## src/design/apcr_pkg.sv

```systemverilog
// Package for the calibrated analog probe reading core.
// Holds the register map, the configuration and stage payload types, and the
// fixed-point constants of the compensation datapath. No dependencies.
package apcr_pkg;

    // Field widths
    localparam int unsigned PADDR_W = 4;
    localparam int unsigned PDATA_W = 32;
    localparam int unsigned RAW_W   = 12;
    localparam int unsigned TEMP_W  = 12;
    localparam int unsigned COEF_W  = 16;
    localparam int unsigned Q16_W   = 32;

    // Compensation datapath widths
    localparam int unsigned DT_W    = TEMP_W + 1;          // temperature difference
    localparam int unsigned M_W     = DT_W + COEF_W + 1;   // dt * coefficient
    localparam int unsigned U_W     = 30;                  // offset product, unsigned
    localparam int unsigned QE_W    = 22;                  // quotient estimate
    localparam int unsigned QSH     = 30;                  // reciprocal shift, quotient
    localparam int unsigned N_W     = U_W + 6;             // u * 64
    localparam int unsigned R0_W    = 15;                  // remainder before correction
    localparam int unsigned R_W     = 14;                  // corrected remainder
    localparam int unsigned QS_W    = 22;                  // signed Q16.16 factor
    localparam int unsigned W_W     = RAW_W + R_W;         // raw * remainder
    localparam int unsigned WSH     = 40;                  // reciprocal shift, fraction
    localparam int unsigned COMP_W  = RAW_W + 1 + QS_W;    // compensated raw, Q16.16
    localparam int unsigned PH_W    = COMP_W + 16;
    localparam int unsigned PL_W    = COMP_W + 17;
    localparam int unsigned SUM_W   = PL_W + 1;

    // 16e6 = 2^10 * 15625, so the compensation divides by 15625 after a shift.
    localparam logic [R_W-1:0]      DIV_D    = 14'd15625;
    localparam logic [22:0]         RECIP_U  = 23'd4398046;     // floor(2^36 / 15625)
    localparam logic [26:0]         RECIP_W  = 27'd70368745;    // ceil(2^40 / 15625)
    // Adding 15625 * 2^15 makes dt * coefficient non-negative; it adds 2^21
    // to the quotient, which is removed together with the unity term 65536.
    localparam logic signed [U_W:0] U_OFFSET = 31'sd512000000;
    localparam logic signed [23:0]  Q_BIAS   = 24'sd2031616;

    localparam logic [Q16_W-1:0]    EV_MAX   = 32'h7FFF_FFFF;
    localparam logic [Q16_W-1:0]    EV_MIN   = 32'h8000_0000;

    // Register map, word index
    typedef enum logic [1:0] {
        REG_CALIB_TEMPERATURE,
        REG_TEMP_COEFFICIENT,
        REG_GAIN,
        REG_BIAS
    } reg_idx_t;

    localparam logic [TEMP_W-1:0] CALIB_RESET = 12'd400;
    localparam logic [COEF_W-1:0] COEF_RESET  = 16'd0;
    localparam logic [Q16_W-1:0]  GAIN_RESET  = 32'd65536;
    localparam logic [Q16_W-1:0]  BIAS_RESET  = 32'd0;

    typedef struct packed {
        logic [TEMP_W-1:0] calib_temperature;
        logic [COEF_W-1:0] temp_coefficient;
        logic [Q16_W-1:0]  gain;
        logic [Q16_W-1:0]  bias;
    } cfg_t;

    // Item handed from the compensation pipeline to the scaling pipeline.
    typedef struct packed {
        logic [RAW_W-1:0]  raw;
        logic [COMP_W-1:0] comp;
    } comp_item_t;

endpackage

```

## src/design/apcr_cfg_regs.sv

```systemverilog
// Configuration register file with an APB-style slave port.
// Depends on apcr_pkg for the register map and the configuration type.
module apcr_cfg_regs (
    input  logic                          clk,
    input  logic                          rst_n,
    input  logic                          psel,
    input  logic                          penable,
    input  logic                          pwrite,
    input  logic [apcr_pkg::PADDR_W-1:0]  paddr,
    input  logic [apcr_pkg::PDATA_W-1:0]  pwdata,
    output logic [apcr_pkg::PDATA_W-1:0]  prdata,
    output logic                          pready,
    output apcr_pkg::cfg_t                cfg
);
    import apcr_pkg::*;

    cfg_t     cfg_reg;
    cfg_t     cfg_next;
    reg_idx_t idx;
    logic     wr;

    assign idx    = reg_idx_t'(paddr[PADDR_W-1:2]);
    assign wr     = psel && penable && pwrite;
    assign pready = 1'b1;
    assign cfg    = cfg_reg;

    always_comb
    begin
        cfg_next = cfg_reg;
        if (wr)
        begin
            case (idx)
                REG_CALIB_TEMPERATURE: cfg_next.calib_temperature = pwdata[TEMP_W-1:0];
                REG_TEMP_COEFFICIENT:  cfg_next.temp_coefficient  = pwdata[COEF_W-1:0];
                REG_GAIN:              cfg_next.gain              = pwdata[Q16_W-1:0];
                REG_BIAS:              cfg_next.bias              = pwdata[Q16_W-1:0];
                default:               cfg_next = cfg_reg;
            endcase
        end
    end

    always_ff @(posedge clk or negedge rst_n)
    begin
        if (!rst_n)
        begin
            cfg_reg.calib_temperature <= CALIB_RESET;
            cfg_reg.temp_coefficient  <= COEF_RESET;
            cfg_reg.gain              <= GAIN_RESET;
            cfg_reg.bias              <= BIAS_RESET;
        end
        else
        begin
            cfg_reg <= cfg_next;
        end
    end

    always_comb
    begin
        case (idx)
            REG_CALIB_TEMPERATURE:
                prdata = {{(PDATA_W-TEMP_W){cfg_reg.calib_temperature[TEMP_W-1]}},
                          cfg_reg.calib_temperature};
            REG_TEMP_COEFFICIENT:
                prdata = {{(PDATA_W-COEF_W){1'b0}}, cfg_reg.temp_coefficient};
            REG_GAIN:
                prdata = cfg_reg.gain;
            REG_BIAS:
                prdata = cfg_reg.bias;
            default:
                prdata = '0;
        endcase
    end

endmodule

```

## config.mk

```make
export PLATFORM = sky130hd
export DESIGN_NAME = apcr_cfg_regs
export DESIGN_NICKNAME = d
export VERILOG_FILES = /design/src/design/apcr_pkg.sv /design/src/design/apcr_cfg_regs.sv
export SDC_FILE = /design/constraint.sdc
export NUM_CORES = 1
export LEC_CHECK = 0
export BUFFER_PORTS_ARGS = -buffer_cell sky130_fd_sc_hd__clkbuf_2
export CAP_MARGIN = 30
export CORE_UTILIZATION = 45
export DETAILED_ROUTE_END_ITERATION = 16
export PLACE_DENSITY = 0.77
export SKIP_CTS_REPAIR_TIMING = 1
export SLEW_MARGIN = 20
export SYNTH_ARGS = -nofsm -noshare
export SYNTH_HDL_FRONTEND = slang
export SYNTH_SLANG_ARGS = --single-unit
```

## constraint.sdc

```tcl
create_clock -name clk -period 1.58 [get_ports clk]
set_clock_uncertainty 0.2 [all_clocks]
set_input_delay 0.237 -clock clk [delete_from_list [all_inputs] [get_ports clk]]
set_output_delay 0.237 -clock clk [all_outputs]
set_load 0.01 [all_outputs]
```

# Word-level counts from Yosys, hierarchy flattened
# Index checks and enable logic that the tools add are counted.
[classes] eq_ne=3 muxes=1 reduce_logical=7
[ops] cell="$pmux W32 S4" n=1
[ops] cell="$reduce_and A2 Y1" n=4
[ops] cell="$eq A2 B2 Y1 const B" n=2
[ops] cell="$eq A2 B1 Y1 const B" n=1
[ops] cell="$logic_and A1 B1 Y1" n=2
[ops] cell="$logic_not A2 Y1" n=1
[word_totals] reg_bits=92 input_bits=41 output_inout_bits=125

# Longest topological paths before layout
[depth] word_depth=3 mapped_depth=6 ltp_nobuf=3

# Worst setup path before layout
# OpenSTA, ideal clock, no wires.
[synth_timing] kind="in2out" from="input paddr[2] (netlist bit)" to="output prdata[19] (netlist bit)" arrival_time_ns=1.276 required_ns=1.143 slack_ns=-0.133 cell_stages=4 path_buffers=2 cell_sequence="buf_4 > clkbuf_1 > mux2_2 > a21o_1"
[synth_via] elab_chain_cells=2
[synth_lines] element="start: declaration" line_no="apcr_cfg_regs.sv:9" text="input logic [apcr_pkg::PADDR_W-1:0] paddr,"
[synth_lines] element="$eq A2 B2 Y1, or another cell as far along" line_no="apcr_cfg_regs.sv:59" text="case (idx)"
[synth_lines] element="$pmux W32 S4 (*)" line_no="apcr_cfg_regs.sv:59"
[synth_lines] element="end: declaration" line_no="apcr_cfg_regs.sv:11" text="output logic [apcr_pkg::PDATA_W-1:0] prdata,"
# Every way passes the cells marked *; elsewhere a longest branch is shown, timed or not.

# Worst setup path after layout
[layout_timing] from="register cfg_reg, in the netlist cfg[91]" to="output prdata[11] (netlist bit)"
[layout_via] elab_chain_cells=1
[layout_lines] element="start: declaration" line_no="apcr_cfg_regs.sv:17" text="cfg_t cfg_reg;"
[layout_lines] element="start signal: assignment" line_no="apcr_cfg_regs.sv:53" text="cfg_reg <= cfg_next;"
[layout_lines] element="$pmux W32 S4" line_no="apcr_cfg_regs.sv:59"
# No other way between the ends.

==> metrics <==
outcome=finished with violations; violated checks=negative setup slack; ANT nets after route=0; Setup CP Type=reg -> out; Antenna diodes=0; initial antenna violation count=0; port bufs=162; worst-skew pair later-pin latency=roughly 340 ps; final setup margin=-314 ps; Gate Count Post-Synth=260; clock slew at reported path FFs=90 ps; FP Rows=35; Leak=about 3.2 nW; Die Y=~100 um; largest fanout on the critical path=8; starting density of the core=47.1%; Max Cap Viol=0; Worst VDD drop=about 0.00057 V; Final Total Pwr=0.00769 W; Startpoint Class=flop; max reg flops=92; RR Startpoint=cfg[4]; most frequent cells in the layout=145 x clkbuf_2, 87 x dfrtp_1, 68 x mux2_2, 40 x mux2_4, 33 x dlygate4sd3_1; fill count=between 700 and 800; crit path from=cfg[91]; via-per-instance ratio=around 5.1; fmax=between 500 and 600 MHz; Pwr Density=between 1000 and 1500 nW/um^2; syn_nets=between 300 and 400; gr ovfl total=0; fin cells=between 600 and 700; Crit path arrival time=between 1000 and 1500 ps; Placed Cells=between 500 and 600; Final setup viols=32; Tot GR Track Use=about a fifth; Num Clock Sinks=roughly 90; die area=around 10000 sq um; worst hold path type=in -> async; Synth Register Bits=approximately 90; layout cells sized above 1=70.3%; final-report max-slew violation count=0; sequential area share after synthesis=between 50% and 60%; DR vias=about 3100; CTS tree=yes; type of element capturing the critical path=primary output; routed len/inst=about 18 um; CP required=around 1100 ps; residual DRC count=0; Final Hold Viols=0; commonest non-fill, non-tap cell in the layout=clkbuf_2; detailed-placement wirelength estimate=between 7 and 8 mm; CTS max path bufs=2; Root Buffer=clkbuf_8; H-tree Lvls=3; Tcrit/Tclk final=120%; Die X=around 100 um; vias in the first global route=3014; first-pass GRT wire length=15.9 mm; Placement Setup Slack=-273 ps; largest net degree at the start of global routing=93; Yosys warnings=0; routed wire length=10.8 mm; DRT iter0 DRCs=between 100 and 150; Nets=approximately 520; RSZ-0062 raised after global routing=yes; Core Box Area=~9400 sq um; total CTS buffers=9; I/O pins=around 170; fin crit period=about 1900 ps; Yosys cell types=21; drt pass-1 iters=4; synthesized area=4410 sq um; Synth Area per Inst=17.0 sq um; Final GP Congestion=approximately 0.78; Syn-to-layout area delta=38.1%
[report_power, final]
part | total (W) | leakage (nW) | internal, W | switching, W
Sequential | 0.00338 | 1.12 | 0.00292 | 0.000458
Combinational | 0.00263 | 1.96 | 0.00152 | 0.00111
Clock | 0.00168 | 0.0968 | 0.000895 | 0.000783
Total | 0.00769 | 3.18 | 0.00534 | 0.00235
[path summary, 6_finish.rpt]
check	endpoint	slack (ps)	cells past startpoint
max in group asynchronous	cfg[91]	510	3
worst min register to register	cfg[46]	330	1
min in group clk	cfg[46]	330	1
worst min-delay path	cfg[33]	280	3
worst max-delay path	prdata[11]	-310	2
worst max register to register	cfg[4]	460	2
[cell usage after synthesis]
library cell | instances | share of area [%]
mux4_2 | 13 | 6.6
nor3b_2 | 1 | 0.28
dfrtp_1 | 88 | 50
mux2_4 | 40 | 14
buf_4 | 6 | 1.0
buf_12 | 3 | 1.4
conb_1 | 1 | 0.085
mux2_2 | 68 | 17
clkbuf_1 | 3 | 0.26
dfstp_2 | 4 | 2.4
buf_2 | 4 | 0.45
or3_4 | 1 | 0.26
a21o_1 | 16 | 2.7
nand3_1 | 1 | 0.11
nand4_2 | 1 | 0.28
buf_6 | 3 | 0.77
inv_2 | 1 | 0.085
mux4_1 | 3 | 1.8
nor2_1 | 1 | 0.085
nor3_4 | 1 | 0.37
or2_1 | 1 | 0.14
[per-stage QoR]
step           utilization (%)  setup TNS (ps)  instance area, sq um  hold slack [ps]
2_1_floorplan                -               0                  4430             -259
5_1_grt                   65.0          -10260                  6090              303
6_report                  65.0           -8240                  6090              278
4_1_cts                   60.8          -10240                  5700             -273
3_5_place_dp              58.5          -20580                  5490              123
3_3_place_gp              58.5          -18390                  5490              119
[critical path, cell delays in order (launching register included)]
cell	delay, ps
dfrtp_2	460
mux4_1	510
clkbuf_2	140
[routing by layer]
layer / GRT usage (%) / routed length, um / vias up
li1: - / - / 1392
met1: 27.0 / 4630 / 1580
met2: 33.8 / 5450 / 103
met3: 4.37 / 575 / 15
met4: 6.35 / 161 / 0
met5: 0 / 0 / -
[layout make-up]
| cell class | count | area [sq um] | share of cell area [%] |
|---|---|---|---|
| multi-input combinational | 148 | 1940 | 31.8 |
| inverter | 1 | 3.75 | 0.0616 |
| tap | 129 | 161 | 2.65 |
| clock buffer | 12 | 135 | 2.22 |
| sequential | 92 | 2310 | 37.9 |
| timing repair buffer | 224 | 1470 | 24.1 |
| clock inverter | 4 | 75.1 | 1.23 |
[logic make-up after synthesis]
group	after synthesis	synth area share, %
other	1	0.0850
flip-flops	92	52.3
AO/OA/AOI/OAI	16	2.72
AND/OR/NAND/NOR	7	1.53
buffers and inverters	20	3.94
multiplexers	124	39.4
(Power assumes the default switching activity.)
