## src/design/apcr_pkg.sv

```systemverilog
// Package for the calibrated analog probe reading core.
// Holds the register map, the configuration and stage payload types, and the
// fixed-point constants of the compensation datapath. No dependencies.
package apcr_pkg;

    // Field widths
    localparam int unsigned PADDR_W = 4;
    localparam int unsigned PDATA_W = 32;
    localparam int unsigned RAW_W   = 12;
    localparam int unsigned TEMP_W  = 12;
    localparam int unsigned COEF_W  = 16;
    localparam int unsigned Q16_W   = 32;

    // Compensation datapath widths
    localparam int unsigned DT_W    = TEMP_W + 1;          // temperature difference
    localparam int unsigned M_W     = DT_W + COEF_W + 1;   // dt * coefficient
    localparam int unsigned U_W     = 30;                  // offset product, unsigned
    localparam int unsigned QE_W    = 22;                  // quotient estimate
    localparam int unsigned QSH     = 30;                  // reciprocal shift, quotient
    localparam int unsigned N_W     = U_W + 6;             // u * 64
    localparam int unsigned R0_W    = 15;                  // remainder before correction
    localparam int unsigned R_W     = 14;                  // corrected remainder
    localparam int unsigned QS_W    = 22;                  // signed Q16.16 factor
    localparam int unsigned W_W     = RAW_W + R_W;         // raw * remainder
    localparam int unsigned WSH     = 40;                  // reciprocal shift, fraction
    localparam int unsigned COMP_W  = RAW_W + 1 + QS_W;    // compensated raw, Q16.16
    localparam int unsigned PH_W    = COMP_W + 16;
    localparam int unsigned PL_W    = COMP_W + 17;
    localparam int unsigned SUM_W   = PL_W + 1;

    // 16e6 = 2^10 * 15625, so the compensation divides by 15625 after a shift.
    localparam logic [R_W-1:0]      DIV_D    = 14'd15625;
    localparam logic [22:0]         RECIP_U  = 23'd4398046;     // floor(2^36 / 15625)
    localparam logic [26:0]         RECIP_W  = 27'd70368745;    // ceil(2^40 / 15625)
    // Adding 15625 * 2^15 makes dt * coefficient non-negative; it adds 2^21
    // to the quotient, which is removed together with the unity term 65536.
    localparam logic signed [U_W:0] U_OFFSET = 31'sd512000000;
    localparam logic signed [23:0]  Q_BIAS   = 24'sd2031616;

    localparam logic [Q16_W-1:0]    EV_MAX   = 32'h7FFF_FFFF;
    localparam logic [Q16_W-1:0]    EV_MIN   = 32'h8000_0000;

    // Register map, word index
    typedef enum logic [1:0] {
        REG_CALIB_TEMPERATURE,
        REG_TEMP_COEFFICIENT,
        REG_GAIN,
        REG_BIAS
    } reg_idx_t;

    localparam logic [TEMP_W-1:0] CALIB_RESET = 12'd400;
    localparam logic [COEF_W-1:0] COEF_RESET  = 16'd0;
    localparam logic [Q16_W-1:0]  GAIN_RESET  = 32'd65536;
    localparam logic [Q16_W-1:0]  BIAS_RESET  = 32'd0;

    typedef struct packed {
        logic [TEMP_W-1:0] calib_temperature;
        logic [COEF_W-1:0] temp_coefficient;
        logic [Q16_W-1:0]  gain;
        logic [Q16_W-1:0]  bias;
    } cfg_t;

    // Item handed from the compensation pipeline to the scaling pipeline.
    typedef struct packed {
        logic [RAW_W-1:0]  raw;
        logic [COMP_W-1:0] comp;
    } comp_item_t;

endpackage

```

## src/design/apcr_comp.sv

```systemverilog
// Seven-stage pipeline that decodes the raw reading and applies the
// temperature compensation, giving the compensated value in Q16.16.
// Depends on apcr_pkg for widths, constants and the output item type.
module apcr_comp (
    input  logic                          clk,
    input  logic                          rst_n,
    input  apcr_pkg::cfg_t                cfg,
    input  logic                          in_valid,
    output logic                          in_ready,
    input  logic [7:0]                    raw_high_byte,
    input  logic [7:0]                    raw_low_byte,
    input  logic [apcr_pkg::TEMP_W-1:0]   temperature,
    output logic                          out_valid,
    input  logic                          out_ready,
    output apcr_pkg::comp_item_t          out_item
);
    import apcr_pkg::*;

    localparam int unsigned NS = 7;

    logic [NS:1]   vld_reg;
    logic [NS:1]   vld_next;
    logic [NS+1:1] adv;

    logic [RAW_W-1:0] raw_reg [1:NS];
    logic [RAW_W-1:0] raw_next;

    logic signed [DT_W-1:0]   s1_dt_reg, s1_dt_next;
    logic [U_W-1:0]           s2_u_reg, s2_u_next;
    logic [U_W-1:0]           s3_u_reg;
    logic [QE_W-1:0]          s3_qe_reg, s3_qe_next;
    logic [QE_W-1:0]          s4_qe_reg;
    logic [R0_W-1:0]          s4_r0_reg, s4_r0_next;
    logic signed [QS_W-1:0]   s5_qs_reg, s5_qs_next;
    logic [W_W-1:0]           s5_w_reg, s5_w_next;
    logic signed [COMP_W-1:0] s6_p1_reg, s6_p1_next;
    logic [RAW_W-1:0]         s6_q2_reg, s6_q2_next;
    logic signed [COMP_W-1:0] s7_comp_reg, s7_comp_next;

    // Combinational intermediates
    logic [7:0]               hb;
    logic [3:0]               lb;
    logic signed [M_W-1:0]    m;
    logic signed [U_W:0]      u_sum;
    logic [U_W+22:0]          pu;
    logic [N_W-1:0]           t;
    logic [N_W-1:0]           rdiff;
    logic [QE_W-1:0]          q;
    logic [R_W-1:0]           r;
    logic signed [23:0]       qsum;
    logic [W_W+26:0]          pw;

    // Handshake: a stage moves on when it is empty or the next one moves.
    always_comb
    begin
        adv[NS+1] = out_ready;
        for (int i = NS; i >= 1; i--)
        begin
            adv[i] = !vld_reg[i] || adv[i+1];
        end
        vld_next[1] = adv[1] ? in_valid : vld_reg[1];
        for (int i = 2; i <= NS; i++)
        begin
            vld_next[i] = adv[i] ? vld_reg[i-1] : vld_reg[i];
        end
    end

    assign in_ready  = adv[1];
    assign out_valid = vld_reg[NS];

    always_ff @(posedge clk or negedge rst_n)
    begin
        if (!rst_n)
        begin
            vld_reg <= '0;
        end
        else
        begin
            vld_reg <= vld_next;
        end
    end

    // Stage 1: invert and bit-reverse the bytes, form the temperature difference.
    always_comb
    begin
        hb = ~raw_high_byte;
        lb = ~raw_low_byte[3:0];
        for (int i = 0; i < 8; i++)
        begin
            raw_next[RAW_W-1-i] = hb[i];
        end
        for (int i = 0; i < 4; i++)
        begin
            raw_next[3-i] = lb[i];
        end
        s1_dt_next = {temperature[TEMP_W-1], temperature}
                   - {cfg.calib_temperature[TEMP_W-1], cfg.calib_temperature};
    end

    // Stage 2: dt * coefficient, moved into the non-negative range.
    always_comb
    begin
        m         = s1_dt_reg * $signed({1'b0, cfg.temp_coefficient});
        u_sum     = {m[M_W-1], m} + U_OFFSET;
        s2_u_next = u_sum[U_W-1:0];
    end

    // Stage 3: quotient estimate of 64u / 15625, low by at most one.
    always_comb
    begin
        pu         = s2_u_reg * RECIP_U;
        s3_qe_next = pu[QE_W+QSH-1:QSH];
    end

    // Stage 4: remainder of the estimate.
    always_comb
    begin
        t          = s3_qe_reg * DIV_D;
        rdiff      = {s3_u_reg, 6'b0} - t;
        s4_r0_next = rdiff[R0_W-1:0];
    end

    // Stage 5: correct the quotient, form the Q16.16 factor and raw * remainder.
    always_comb
    begin
        if (s4_r0_reg >= {1'b0, DIV_D})
        begin
            q = s4_qe_reg + 1'b1;
            r = R_W'(s4_r0_reg - {1'b0, DIV_D});
        end
        else
        begin
            q = s4_qe_reg;
            r = s4_r0_reg[R_W-1:0];
        end
        qsum       = $signed({2'b00, q}) - Q_BIAS;
        s5_qs_next = qsum[QS_W-1:0];
        s5_w_next  = raw_reg[4] * r;
    end

    // Stage 6: integer part of the product and the floored fractional carry.
    always_comb
    begin
        s6_p1_next = $signed({1'b0, raw_reg[5]}) * s5_qs_reg;
        pw         = s5_w_reg * RECIP_W;
        s6_q2_next = pw[RAW_W+WSH-1:WSH];
    end

    // Stage 7: compensated value.
    always_comb
    begin
        s7_comp_next = s6_p1_reg + $signed({{(COMP_W-RAW_W){1'b0}}, s6_q2_reg});
    end

    always_ff @(posedge clk)
    begin
        if (adv[1])
        begin
            raw_reg[1] <= raw_next;
            s1_dt_reg  <= s1_dt_next;
        end
        if (adv[2])
        begin
            s2_u_reg <= s2_u_next;
        end
        if (adv[3])
        begin
            s3_u_reg  <= s2_u_reg;
            s3_qe_reg <= s3_qe_next;
        end
        if (adv[4])
        begin
            s4_qe_reg <= s3_qe_reg;
            s4_r0_reg <= s4_r0_next;
        end
        if (adv[5])
        begin
            s5_qs_reg <= s5_qs_next;
            s5_w_reg  <= s5_w_next;
        end
        if (adv[6])
        begin
            s6_p1_reg <= s6_p1_next;
            s6_q2_reg <= s6_q2_next;
        end
        if (adv[7])
        begin
            s7_comp_reg <= s7_comp_next;
        end
        for (int i = 2; i <= NS; i++)
        begin
            if (adv[i])
            begin
                raw_reg[i] <= raw_reg[i-1];
            end
        end
    end

    assign out_item.raw  = raw_reg[NS];
    assign out_item.comp = s7_comp_reg;

endmodule

```

## config.mk

```make
export PLATFORM = sky130hd
export DESIGN_NAME = apcr_comp
export DESIGN_NICKNAME = d
export VERILOG_FILES = /design/src/design/apcr_pkg.sv /design/src/design/apcr_comp.sv
export SDC_FILE = /design/constraint.sdc
export NUM_CORES = 2
export LEC_CHECK = 0
export BUFFER_PORTS_ARGS = -buffer_cell sky130_fd_sc_hd__buf_2
export CAP_MARGIN = 15
export CORE_MARGIN = 1
export CORE_UTILIZATION = 55
export CTS_BUF_LIST = sky130_fd_sc_hd__clkbuf_16
export DETAILED_ROUTE_END_ITERATION = 16
export PLACE_DENSITY = 0.83
export SLEW_MARGIN = 20
export SYNTH_ARGS = -nofsm -noshare
export SYNTH_HDL_FRONTEND = slang
export SYNTH_SLANG_ARGS = --single-unit
export TNS_END_PERCENT = 30
```

## constraint.sdc

```tcl
create_clock -name clk -period 19.85 [get_ports clk]
set_input_delay 2.9775 -clock clk [delete_from_list [all_inputs] [get_ports clk]]
set_output_delay 2.9775 -clock clk [all_outputs]
set_load 0.02 [all_outputs]
```

* After elaboration in Yosys (flattened, before gate mapping)
Memory sizes are Yosys's and may differ from the RTL's. Index checks and enable logic that the tools add are counted.
Operators by class: $lt $le $gt $ge 1, $mul 6, multiplexer cells 16, add/sub/neg operators 7, reduce and logical (&&, ||, !) cells 14, bitwise gates (word level) 2
Operators with widths (count):
- multiplier 26 x 27 -> 52 bit (second input constant) | 1
- multiplier 30 x 22 -> 51 bit (second input constant) | 1
- adder 35 x 13 -> 35 bit | 1
- multiplier 13 x 22 -> 35 bit | 1
- adder 30 bit (second input constant) | 1
- multiplier 13 x 17 -> 30 bit | 1
- multiplier 12 x 14 -> 26 bit | 1
- adder 22 x 1 -> 22 bit (second input constant) | 1
- multiplier 22 x 14 -> 15 bit (second input constant) | 1
- 2-to-1 mux 22 bit | 1
- subtractor 22 x 21 -> 22 bit (second input constant) | 1
- >= comparator 15 x 14 -> 1 bit (second input constant) | 1
- subtractor 15 bit | 1
- 2-to-1 mux 1 bit | 14
- 2-to-1 mux 14 bit | 1
- subtractor 14 bit (second input constant) | 1
- subtractor 12 x 12 -> 13 bit | 1
- inverter 8 bit | 1
- logical NOT 1 bit | 7
- logical OR 1 bit | 7
- inverter 4 bit | 1
Word-level totals: word-level logic and storage cells 65, RAM bits 84, memories kept 1, output and inout port bits 49, register bits after elaboration 248
Memory list:
- raw_reg | words 7, bits a word 12, rd ports 7, clocked after memory_dff 0, write ports 7, RTL line apcr_comp.sv:25 | logic [RAW_W-1:0] raw_reg [1:NS];

* Depth between registers and ports, before layout
word-level depth 10, depth in mapped cells 32, depth with buffers taken out 30

* Worst setup path after synthesis
Ideal clock, no wire load.
kind input port to output port, start in out_ready, end out in_ready, data arrival time 6.311 ns, path buffers 0, slack 10.561 ns, stages on the path 4, path through nor2b_1 nand3_1 nor2_1 nand4_1
Between the ends: word-level cells in the longest chain between the ends 7
RTL lines:
- start, declared | RTL line apcr_comp.sv:14 | input logic out_ready,
- logical OR 1 bit (3 in a row) | RTL line apcr_comp.sv:59 | adv[i] = !vld_reg[i] || adv[i+1];
- named net adv (one bit) | RTL line apcr_comp.sv:23 | logic [NS+1:1] adv;
- logical OR 1 bit (4 in a row) | RTL line apcr_comp.sv:59
- end, declared | RTL line apcr_comp.sv:9 | output logic in_ready,
The timed path passes the listed nets, and every way through them passes these cells.

* Worst setup path after layout
Ends and elaborated chain as after synthesis.

==> impl_metrics.yaml <==
clocking:
  cts_tree: "built"
  cts-root-buf: "clkbuf_16"
  hold_buffers: 0
  path_clk_slew_ps: 60
  cts_made_buffers: 40
  clkSinkCount: 331
  htree_levels: 2
  cts_buffer_depth: 3
  cts-resized-gates: 0
  cts_setup_buffers: 0
  clk_latency_ps: 630
critical_path:
  path_cells: "buf_2, nor2b_1, nand3_2, buf_4, nor2_1, nand4_1, buf_4, buf_2"
  cp_max_fo: 62
  critical_path_class: "in2out"
  crit_family: "simple AND/OR/NAND/NOR gates"
  worst_ep_arrival_time_ps: 5800
  startpoint_type: "input pin"
  slowest_stage: "nand4_1"
  critPathMaxStageDelay_ps: 710
  end_kind: "output port"
  worst-path-buf-inv: 4
  cp.required_ps: 16870
timing:
  skew_ps: 31.29
  tightest_slew_ps: 1180
  fin_crit_sh_pct: 44.23
  fmax_mhz: 113.9
  slew_viol_final: 0
  maxSlewHeadroom_pct: 20.77
  fin_crit_ps: 8780
  rsz0062_at_grt: "no"
  hold_viol: 0
  setup_tns_ps: 0
  setup_viol: 0
cells_and_area:
  fin_nets: 7485
  syn2layout_area_growth_pct: 5.589
  largest_register_ffs: 84
  num_antenna_cells: 0
  drive_above_1_share_pct: 3.843
placement:
  hpwl_um: 98180
  portBuffers: 104
  gp_congestion: 0.9293
global_routing:
  grt_antenna_before_repair: 0
  grtUsageTotal_pct: 23.72
  grt_max_degree: 63
  grt_pass1_vias: 40100
  overflow: 0
  grt_pass1_wl_um: 197100
synth:
  ys_top_cells_by_count: "inv_1, fa_1, ha_1"
  synth_seq_cells: 331
  synth-async-reset-ratio_pct: 2.115
  syn_inst: 5458
  synth_top_cell_area_share_pct: 37.58
  syn-cell-area_um2: 57000
  yosysMostFrequentCell: "inv_1"
  yosysWarningCount: 0
  avgSynthCellArea_um2: 10.44
  seq_area_frac_synth_pct: 17.38
  synth_cell_types: 69
  syn_nets: 7455
  synth_edf_count: 324
  ys.flop_type: "edfxtp_1"
  synth.top_cells.by_area: "fa_1, ha_1, edfxtp_1"
  synth_top_area_cell: "fa_1"
floorplan:
  die_y_um: 323.9
  pin_count: 173
  start_util_pct: 55.70
  core_um2: 102300
  dieWidth_um: 323.9
  rows: 117
  dieArea_um2: 104900
run:
  cap_violations: 0
routing:
  drtIter0Drc: 2210
  drc: 0
  final_antenna_net_count: 0
  detail_route.vias_per_cell: 5.337
  firstDrtPassIters: 8
  route.vias.total: 36740
  routedWlPerCell_um: 17.22
  wirelength_um: 118500
hold_path:
  hp-class: "reg2reg"
status:
  status: "complete, no violations"
==> final timing paths <==
path,slack (ps),from,endpoint,depth (start not counted)
worst max-delay path,11070,out_ready,in_ready,8
worst min-delay path,410,raw_reg[0][43],raw_reg[0][55],0
worst max register to register,11500,s4_qe_reg[0],s5_w_reg[22],25
max in group asynchronous,17480,rst_n,vld_reg[4],1
worst min register to register,410,raw_reg[0][43],raw_reg[0][55],0
min in group asynchronous,2200,rst_n,vld_reg[7],1
==> cells in the final DEF (no fill, tap or decap), drive strengths merged, types with 4 or more instances in the layout <==
cell type / n
clkbuf: 40
buf: 109
nor3b: 4
nand3: 46
a31o: 5
nand2b: 36
nor3: 30
fa: 1070
a21boi: 15
a21o: 49
a31oi: 11
xor2: 47
bufinv: 5
nand2: 415
o31ai: 5
xnor2: 154
a21oi: 107
o21bai: 13
or2: 10
a2111oi: 4
or3: 5
nand4: 29
o21ai: 70
dfrtp: 7
o21a: 17
nor4: 8
inv: 1526
o211ai: 12
and2: 299
clkinv: 17
a211oi: 9
a211o: 10
edfxtp: 324
and4: 6
nor2b: 30
a221oi: 5
ha: 803
nor2: 106
and3: 19
==> stage by stage <==
step                instances  worst slack [ps]  area (um2)  utilization (%)  hold slack (ps)
finish                   6885             11070       60190            58.82            412.4
floorplan                5458             10560       57000                -            400.3
detailed placement       6814             10730       58800            57.46            404.5
global route             6885             10760       60190            58.82            420.7
global placement         6814             10800       58780            57.45            401.6
CTS                      6885             10970       60160            58.79            415.5
==> cell type report <==
type / instances / area [um2]
Sequential cell: 331 / 9905
Multi-Input combinational cell: 3487 / 40950
Clock buffer: 40 / 1001
Fill cell: 7970 / 42140
Tap cell: 1368 / 1712
Inverter: 1519 / 5703
Clock inverter: 31 / 359.1
Timing Repair Buffer: 109 / 558.0
==> layer usage <==
metal	GRT usage (%)	routed length, um
met3	3.565	7812
met5	0	0
met1	30.22	47940
met2	41.65	59420
met4	7.117	3375
==> cell families (layout without fill, tap and decap cells) <==
logic type,after synthesis,count (layout),share of synthesized area [%]
flip-flops,331,331,17.38
adder cells (fa/ha/maj),1873,1873,55.21
buffers and inverters,1640,1699,10.88
AND/OR/NAND/NOR,1052,1052,9.177
multiplexers,1,1,0.01756
XOR/XNOR,201,201,3.088
AO/OA/AOI/OAI,360,360,4.252
Power is left out: the tool's default activity adds up to more than one toggle a clock period on the data nets, which glitch-free logic cannot reach.
