--- src/design/apcr_pkg.sv ---
// Package for the calibrated analog probe reading core.
// Holds the register map, the configuration and stage payload types, and the
// fixed-point constants of the compensation datapath. No dependencies.
package apcr_pkg;

    // Field widths
    localparam int unsigned PADDR_W = 4;
    localparam int unsigned PDATA_W = 32;
    localparam int unsigned RAW_W   = 12;
    localparam int unsigned TEMP_W  = 12;
    localparam int unsigned COEF_W  = 16;
    localparam int unsigned Q16_W   = 32;

    // Compensation datapath widths
    localparam int unsigned DT_W    = TEMP_W + 1;          // temperature difference
    localparam int unsigned M_W     = DT_W + COEF_W + 1;   // dt * coefficient
    localparam int unsigned U_W     = 30;                  // offset product, unsigned
    localparam int unsigned QE_W    = 22;                  // quotient estimate
    localparam int unsigned QSH     = 30;                  // reciprocal shift, quotient
    localparam int unsigned N_W     = U_W + 6;             // u * 64
    localparam int unsigned R0_W    = 15;                  // remainder before correction
    localparam int unsigned R_W     = 14;                  // corrected remainder
    localparam int unsigned QS_W    = 22;                  // signed Q16.16 factor
    localparam int unsigned W_W     = RAW_W + R_W;         // raw * remainder
    localparam int unsigned WSH     = 40;                  // reciprocal shift, fraction
    localparam int unsigned COMP_W  = RAW_W + 1 + QS_W;    // compensated raw, Q16.16
    localparam int unsigned PH_W    = COMP_W + 16;
    localparam int unsigned PL_W    = COMP_W + 17;
    localparam int unsigned SUM_W   = PL_W + 1;

    // 16e6 = 2^10 * 15625, so the compensation divides by 15625 after a shift.
    localparam logic [R_W-1:0]      DIV_D    = 14'd15625;
    localparam logic [22:0]         RECIP_U  = 23'd4398046;     // floor(2^36 / 15625)
    localparam logic [26:0]         RECIP_W  = 27'd70368745;    // ceil(2^40 / 15625)
    // Adding 15625 * 2^15 makes dt * coefficient non-negative; it adds 2^21
    // to the quotient, which is removed together with the unity term 65536.
    localparam logic signed [U_W:0] U_OFFSET = 31'sd512000000;
    localparam logic signed [23:0]  Q_BIAS   = 24'sd2031616;

    localparam logic [Q16_W-1:0]    EV_MAX   = 32'h7FFF_FFFF;
    localparam logic [Q16_W-1:0]    EV_MIN   = 32'h8000_0000;

    // Register map, word index
    typedef enum logic [1:0] {
        REG_CALIB_TEMPERATURE,
        REG_TEMP_COEFFICIENT,
        REG_GAIN,
        REG_BIAS
    } reg_idx_t;

    localparam logic [TEMP_W-1:0] CALIB_RESET = 12'd400;
    localparam logic [COEF_W-1:0] COEF_RESET  = 16'd0;
    localparam logic [Q16_W-1:0]  GAIN_RESET  = 32'd65536;
    localparam logic [Q16_W-1:0]  BIAS_RESET  = 32'd0;

    typedef struct packed {
        logic [TEMP_W-1:0] calib_temperature;
        logic [COEF_W-1:0] temp_coefficient;
        logic [Q16_W-1:0]  gain;
        logic [Q16_W-1:0]  bias;
    } cfg_t;

    // Item handed from the compensation pipeline to the scaling pipeline.
    typedef struct packed {
        logic [RAW_W-1:0]  raw;
        logic [COMP_W-1:0] comp;
    } comp_item_t;

endpackage

--- src/design/apcr_scale.sv ---
// Three-stage pipeline that applies gain and bias to the compensated value
// and saturates the result to 32 bits. Depends on apcr_pkg.
module apcr_scale (
    input  logic                          clk,
    input  logic                          rst_n,
    input  apcr_pkg::cfg_t                cfg,
    input  logic                          in_valid,
    output logic                          in_ready,
    input  apcr_pkg::comp_item_t          in_item,
    output logic                          out_valid,
    input  logic                          out_ready,
    output logic [apcr_pkg::RAW_W-1:0]    raw_value,
    output logic [apcr_pkg::Q16_W-1:0]    eng_value,
    output logic                          saturated
);
    import apcr_pkg::*;

    localparam int unsigned NS = 3;

    logic [NS:1]   vld_reg;
    logic [NS:1]   vld_next;
    logic [NS+1:1] adv;

    logic [RAW_W-1:0] raw_reg [1:NS];

    logic signed [PH_W-1:0]  s1_ph_reg, s1_ph_next;
    logic signed [PL_W-1:0]  s1_pl_reg, s1_pl_next;
    logic signed [SUM_W-1:0] s2_sum_reg, s2_sum_next;
    logic [Q16_W-1:0]        s3_eng_reg, s3_eng_next;
    logic                    s3_sat_reg, s3_sat_next;

    logic signed [COMP_W-1:0] comp;
    logic [SUM_W-Q16_W:0]     top_bits;

    always_comb
    begin
        adv[NS+1] = out_ready;
        for (int i = NS; i >= 1; i--)
        begin
            adv[i] = !vld_reg[i] || adv[i+1];
        end
        vld_next[1] = adv[1] ? in_valid : vld_reg[1];
        for (int i = 2; i <= NS; i++)
        begin
            vld_next[i] = adv[i] ? vld_reg[i-1] : vld_reg[i];
        end
    end

    assign in_ready  = adv[1];
    assign out_valid = vld_reg[NS];

    always_ff @(posedge clk or negedge rst_n)
    begin
        if (!rst_n)
        begin
            vld_reg <= '0;
        end
        else
        begin
            vld_reg <= vld_next;
        end
    end

    // Stage 1: the gain is split into its signed integer and unsigned fraction halves.
    always_comb
    begin
        comp       = $signed(in_item.comp);
        s1_ph_next = comp * $signed(cfg.gain[Q16_W-1:16]);
        s1_pl_next = comp * $signed({1'b0, cfg.gain[15:0]});
    end

    // Stage 2: the arithmetic shift floors the fraction product.
    always_comb
    begin
        s2_sum_next = {{(SUM_W-PH_W){s1_ph_reg[PH_W-1]}}, s1_ph_reg}
                    + {{(SUM_W-PL_W+16){s1_pl_reg[PL_W-1]}}, s1_pl_reg[PL_W-1:16]}
                    + {{(SUM_W-Q16_W){cfg.bias[Q16_W-1]}}, cfg.bias};
    end

    // Stage 3: the value fits when all bits from bit 31 upward agree.
    always_comb
    begin
        top_bits = s2_sum_reg[SUM_W-1:Q16_W-1];
        if ((top_bits == '0) || (top_bits == '1))
        begin
            s3_eng_next = s2_sum_reg[Q16_W-1:0];
            s3_sat_next = 1'b0;
        end
        else
        begin
            s3_eng_next = s2_sum_reg[SUM_W-1] ? EV_MIN : EV_MAX;
            s3_sat_next = 1'b1;
        end
    end

    always_ff @(posedge clk)
    begin
        if (adv[1])
        begin
            raw_reg[1] <= in_item.raw;
            s1_ph_reg  <= s1_ph_next;
            s1_pl_reg  <= s1_pl_next;
        end
        if (adv[2])
        begin
            raw_reg[2] <= raw_reg[1];
            s2_sum_reg <= s2_sum_next;
        end
        if (adv[3])
        begin
            raw_reg[3] <= raw_reg[2];
            s3_eng_reg <= s3_eng_next;
            s3_sat_reg <= s3_sat_next;
        end
    end

    assign raw_value = raw_reg[NS];
    assign eng_value = s3_eng_reg;
    assign saturated = s3_sat_reg;

endmodule

--- config.mk ---
export PLATFORM = sky130hd
export DESIGN_NAME = apcr_scale
export DESIGN_NICKNAME = d
export VERILOG_FILES = /design/src/design/apcr_pkg.sv /design/src/design/apcr_scale.sv
export SDC_FILE = /design/constraint.sdc
export NUM_CORES = 2
export LEC_CHECK = 0
export BUFFER_PORTS_ARGS = -buffer_cell sky130_fd_sc_hd__buf_2
export CAP_MARGIN = 10
export CORE_MARGIN = 1
export CORE_UTILIZATION = 25
export CTS_CLUSTER_DIAMETER = 50
export DETAILED_ROUTE_END_ITERATION = 8
export GPL_TIMING_DRIVEN = 1
export PLACE_DENSITY = 0.47
export SLEW_MARGIN = 15
export SYNTH_ARGS = -nofsm -noshare
export SYNTH_HDL_FRONTEND = slang
export SYNTH_SLANG_ARGS = --single-unit
export TNS_END_PERCENT = 30
--- constraint.sdc ---
create_clock -name clk -period 5.7 [get_ports clk]
set_input_delay 0.57 -clock clk [delete_from_list [all_inputs] [get_ports clk]]
set_output_delay 0.57 -clock clk [all_outputs]
set_load 0.03 [all_outputs]
After elaboration in Yosys (flattened, before gate mapping)
Memories as Yosys holds them, arrays and structs flattened.
Index checks and enable logic that the tools add are counted.
{"block": "classes", "addsub": 2, "mul": 2, "eq_ne": 1, "mux": 9, "n_reduce_logical": 8}
{"cell": "two-way mux 32 bit", "n": 2}
{"cell": "adder 52 x 32 -> 53 bit", "n": 1}
{"cell": "adder 51 x 36 -> 52 bit", "n": 1}
{"cell": "multiplier 35 x 17 -> 52 bit", "n": 1}
{"cell": "multiplier 35 x 16 -> 51 bit", "n": 1}
{"cell": "== test 22 bit (second input constant)", "n": 1}
{"cell": "zero test 22 bit", "n": 1}
{"cell": "two-way mux 1 bit", "n": 7}
{"cell": "logical OR 1 bit", "n": 4}
{"cell": "zero test 1 bit", "n": 3}
{"block": "word_totals", "register_bits": 192, "ramBits": 36, "input_bits": 143, "mem_count": 1}
{"name": "raw_reg", "words": 3, "width": 12, "rd": 3, "rd_ports_with_merged_regs": 0, "wr": 3, "line": "apcr_scale.sv:24", "text": "logic [RAW_W-1:0] raw_reg [1:NS];"}

Longest topological paths before layout
{"block": "logic_depth", "depth_word": 6, "ltp_mapped": 28, "ltp_nobuf": 25}

Worst setup path after synthesis
OpenSTA, ideal clock, no wires.
{"block": "synth_path", "path_kind": "input-to-reg", "from": "input port cfg[55] in the netlist's numbering", "to": "register s1_ph_reg[44] (data pin)", "setup_ns": 0.260, "t_arrival_ns": 6.527, "t_required_ns": 5.440, "path_slack_ns": -1.086, "cell_stages": 25, "n_path_buf": 2, "path_cell_list": "clkbuf_1 > clkbuf_1 > nand2_1 > fa_1 > inv_1 > fa_1 > inv_1 > fa_1 > inv_1 > fa_1 > fa_1 > inv_1 > fa_1 > inv_1 > ha_1 > and4_4 > nand2_1 > or3_1 > o211ai_2 > a311oi_2 > o21ai_2 > a211oi_2 > o41ai_4 > a41oi_1 > xnor2_1"}
{"block": "synth_between", "elab_chain_cells": 1}
{"element": "from (decl)", "line": "apcr_scale.sv:6", "text": "input apcr_pkg::cfg_t cfg,"}
{"element": "multiplier 35 x 16 -> 51 bit", "line": "apcr_scale.sv:68", "text": "s1_ph_next = comp * $signed(cfg.gain[Q16_W-1:16]);"}
{"element": "net s1_ph_next[44]", "line": "apcr_scale.sv:26", "text": "logic signed [PH_W-1:0] s1_ph_reg, s1_ph_next;"}
{"element": "to (signal assigned)", "line": "apcr_scale.sv:101", "text": "s1_ph_reg <= s1_ph_next;"}
{"element": "to (decl)", "line": "apcr_scale.sv:26"}
The timed path passes the listed nets, and every way through them passes these cells.
A chain may end at the register's enable or synchronous reset.

Worst setup path in the final report
{"block": "layout_path", "from": "input port cfg[62] in the netlist's numbering", "to": "register s1_ph_reg[48] (data pin)"}
The elaborated chain is that of the path after synthesis.

==> flow_summary.json <==
{
  "outcome": "finished with violations",
  "failed_checks": "setup timing",
  "rsz0062_at_grt": "true",
  "maxSlewViolCount": 0,
  "grt_pass1_vias": 39730,
  "clk_pin_slew_ns": 0.06,
  "initial_core_util_pct": 25.22,
  "ys_seq_area_share_pct": 12.90,
  "grt_first_pass_wirelength_um": 229800,
  "syn_area_mm2": 0.04923,
  "synth-async-reset-ratio_pct": 1.415,
  "cap_violations": 0,
  "mostFrequentLayoutCell": "inv_1",
  "synth_cells": 5172,
  "antenna_found_initial": 17,
  "reg2reg_slack_ns": 1.55,
  "cts-root-buf": "clkbuf_16",
  "finalHoldViolCount": 0,
  "path_max_fanout": 9,
  "grt_overflow_total": 0,
  "holdPathStages": 1,
  "largest_reg_flops": 53,
  "cts_made_buffers": 25,
  "worstHoldEndpoint": "raw_reg[0][18]$_DFFE_PP_",
  "end_kind": "flip-flop",
  "clockBufferDepth": 3,
  "rr_worst_depth": 14,
  "num_antenna_cells": 0,
  "finalClockSkew_ns": 0.02509,
  "synth_edf_count": 209,
  "grt_max_degree": 64,
  "final_cell_mix": "inv_1, fa_1, nand2_1, buf_4, and2_1",
  "synth_warnings": 0,
  "cts.sinks": 212,
  "nNetsFinal": 7341,
  "vias": 35490,
  "syn_nets": 6716,
  "floorplan.rows": 162,
  "port_buffers": 161,
  "die_x_um": 445.7,
  "drive_gt1_share_pct": 19.96,
  "path_class": "in -> reg",
  "drt-wirelength-per-cell_um": 17.20,
  "die_area_mm2": 0.1987,
  "drt-total-wl_um": 145100,
  "hold_path_class": "in -> reg",
  "tritoncts": "done",
  "hold_path.startpoint": "in_item[41]",
  "reg2reg_from": "s1_ph_reg[1]$_DFFE_PP_",
  "tightest_slew_ns": 0.8226,
  "finalCriticalPeriod_ns": 6.289,
  "initialDrtViolationCount": 1524,
  "via_per_inst": 4.205,
  "hpwl_um": 126900,
  "grtUsageTotal_pct": 14.89,
  "ys_seq_elements": 212,
  "num-fill-cells": 20420,
  "ios": 190,
  "crit_arrival_ns": 6.59,
  "fin_ws_ns": -0.5888,
  "yosysUniqueCellTypes": 79,
  "area_delta_synth_final_pct": 24.17,
  "antenna_left": 0,
  "drc_errors": 0,
  "crit-reg2reg-capture": "s2_sum_reg[51]$_DFFE_PP_",
  "max_slew_margin_pct": 45.16,
  "place_ws_ns": -1.597,
  "firstDrtPassIters": 5,
  "core_mm2": 0.1952,
  "htreeDepth": 1,
  "die_h_um": 445.7,
  "final.period_utilization_pct": 110.3,
  "synth_ff_type": "edfxtp_1",
  "required_ns": 6.00,
  "max_freq_ghz": 0.1590,
  "gp_congestion": 0.8627,
  "setup_viol": 50,
  "avgSynthCellArea_um2": 9.518,
  "clk_latency_ns": 0.56,
  "cp-start-kind": "input port"
}
## per-stage QoR
stage | hold slack [ns] | util (%) | setup TNS [ns] | std cells | area (um^2)
after global placement | 0.3728 | 29.99 | -71.05 | 8349 | 58540
after detailed placement | 0.3774 | 29.99 | -74.75 | 8349 | 58540
after CTS | 0.1469 | 30.97 | -15.12 | 8421 | 60440
final | 0.1873 | 31.31 | -17.64 | 8440 | 61120
after global routing | 0.1540 | 31.31 | -27.14 | 8440 | 61120
after floorplan | 0.2744 | - | -13.02 | 5172 | 50490
## metal layers
metal	global-route usage, %	share of wire [%]	vias up
met5	0	0.060	-
met4	2.727	1.9	16
met3	0.9762	3.2	129
met2	26.96	50	550
met1	19.48	44	18190
li1	-	-	16610
## synthesized netlist by cell type, drive strengths merged, types with 7 or more instances
| library cell | number | share of area [%] |
|---|---|---|
| a211oi | 17 | 0.27 |
| a21o | 123 | 1.9 |
| a21oi | 138 | 1.4 |
| a221oi | 9 | 0.19 |
| a31oi | 11 | 0.15 |
| and2 | 424 | 5.4 |
| and3 | 16 | 0.20 |
| and4 | 7 | 0.13 |
| buf | 19 | 0.25 |
| clkbuf | 248 | 1.9 |
| edfxtp | 209 | 13 |
| fa | 1109 | 45 |
| ha | 292 | 7.4 |
| inv | 1263 | 9.6 |
| nand2 | 737 | 5.6 |
| nand2b | 20 | 0.25 |
| nand3 | 21 | 0.21 |
| nand4 | 26 | 0.33 |
| nor2 | 98 | 0.75 |
| nor2b | 21 | 0.27 |
| nor3 | 16 | 0.18 |
| nor4 | 9 | 0.11 |
| o211ai | 11 | 0.18 |
| o21a | 13 | 0.20 |
| o21ai | 67 | 0.70 |
| o21bai | 27 | 0.42 |
| o31a | 9 | 0.16 |
| xnor2 | 99 | 1.8 |
| xor2 | 41 | 0.73 |
## layout make-up
| class | instances | area, um^2 | share of cell area (%) |
|---|---|---|---|
| Inverter | 1263 | 4741 | 7.756 |
| Sequential cell | 212 | 6351 | 10.39 |
| Clock inverter | 18 | 200.2 | 0.3275 |
| Timing Repair Buffer | 865 | 7540 | 12.33 |
| Multi-Input combinational cell | 3430 | 38370 | 62.78 |
| Clock buffer | 28 | 636.9 | 1.042 |
| Tap cell | 2624 | 3283 | 5.371 |
## repair_timing
action / in CTS / in global routing
pin swaps: 53 / 74
gates cloned: 4 / 3
resized for setup: 205 / 123
buffers inserted: 21 / 19
setup endpoints to repair: 62 / 62
hold buffers: 1 / 0
hold endpoints to repair: 3 / 0
## kinds of logic after synthesis
kind of cell | Yosys count | share of synthesized area, %
buffers and inverters | 1530 | 11.78
AND/OR/NAND/NOR | 1413 | 13.74
adder cells (fa/ha/maj) | 1401 | 52.52
AO/OA/AOI/OAI | 475 | 6.545
flip-flops | 212 | 12.90
XOR/XNOR | 140 | 2.491
multiplexers | 1 | 0.02287
## critical path, stage by stage
cell and delay [ns]:
clkbuf_4 0.20, buf_4 0.17, and2_1 0.16, fa_1 0.50, fa_1 0.58, fa_1 0.45, fa_1 0.51, fa_1 0.49
inv_1 0.05, fa_1 0.49, inv_2 0.06, ha_4 0.26, and4_4 0.22, nand2_1 0.05, or3_1 0.36, o211ai_2 0.21
a311oi_2 0.16, o21ai_2 0.26, a211oi_2 0.14, o41ai_4 0.32, buf_4 0.18, a221oi_2 0.05, xnor2_1 0.13
## how the worst max path moves through the flow
stage / cells past startpoint / end / slack, ns / from
detailed placement: 21 / s1_ph_reg[50]$_DFFE_PP_ / -1.60 / in_item[8]
CTS: 25 / s1_ph_reg[48]$_DFFE_PP_ / -0.55 / in_item[12]
finish: 23 / s1_ph_reg[48]$_DFFE_PP_ / -0.59 / cfg[62]
global placement: 23 / s1_ph_reg[50]$_DFFE_PP_ / -1.49 / cfg[58]
floorplan: 24 / s1_ph_reg[44]$_DFFE_PP_ / -0.74 / cfg[57]
global route: 25 / s1_ph_reg[48]$_DFFE_PP_ / -0.76 / in_item[11]
Power is not shown: default switching activity piles up to over one toggle a cycle in this logic, so the estimate is an artifact.
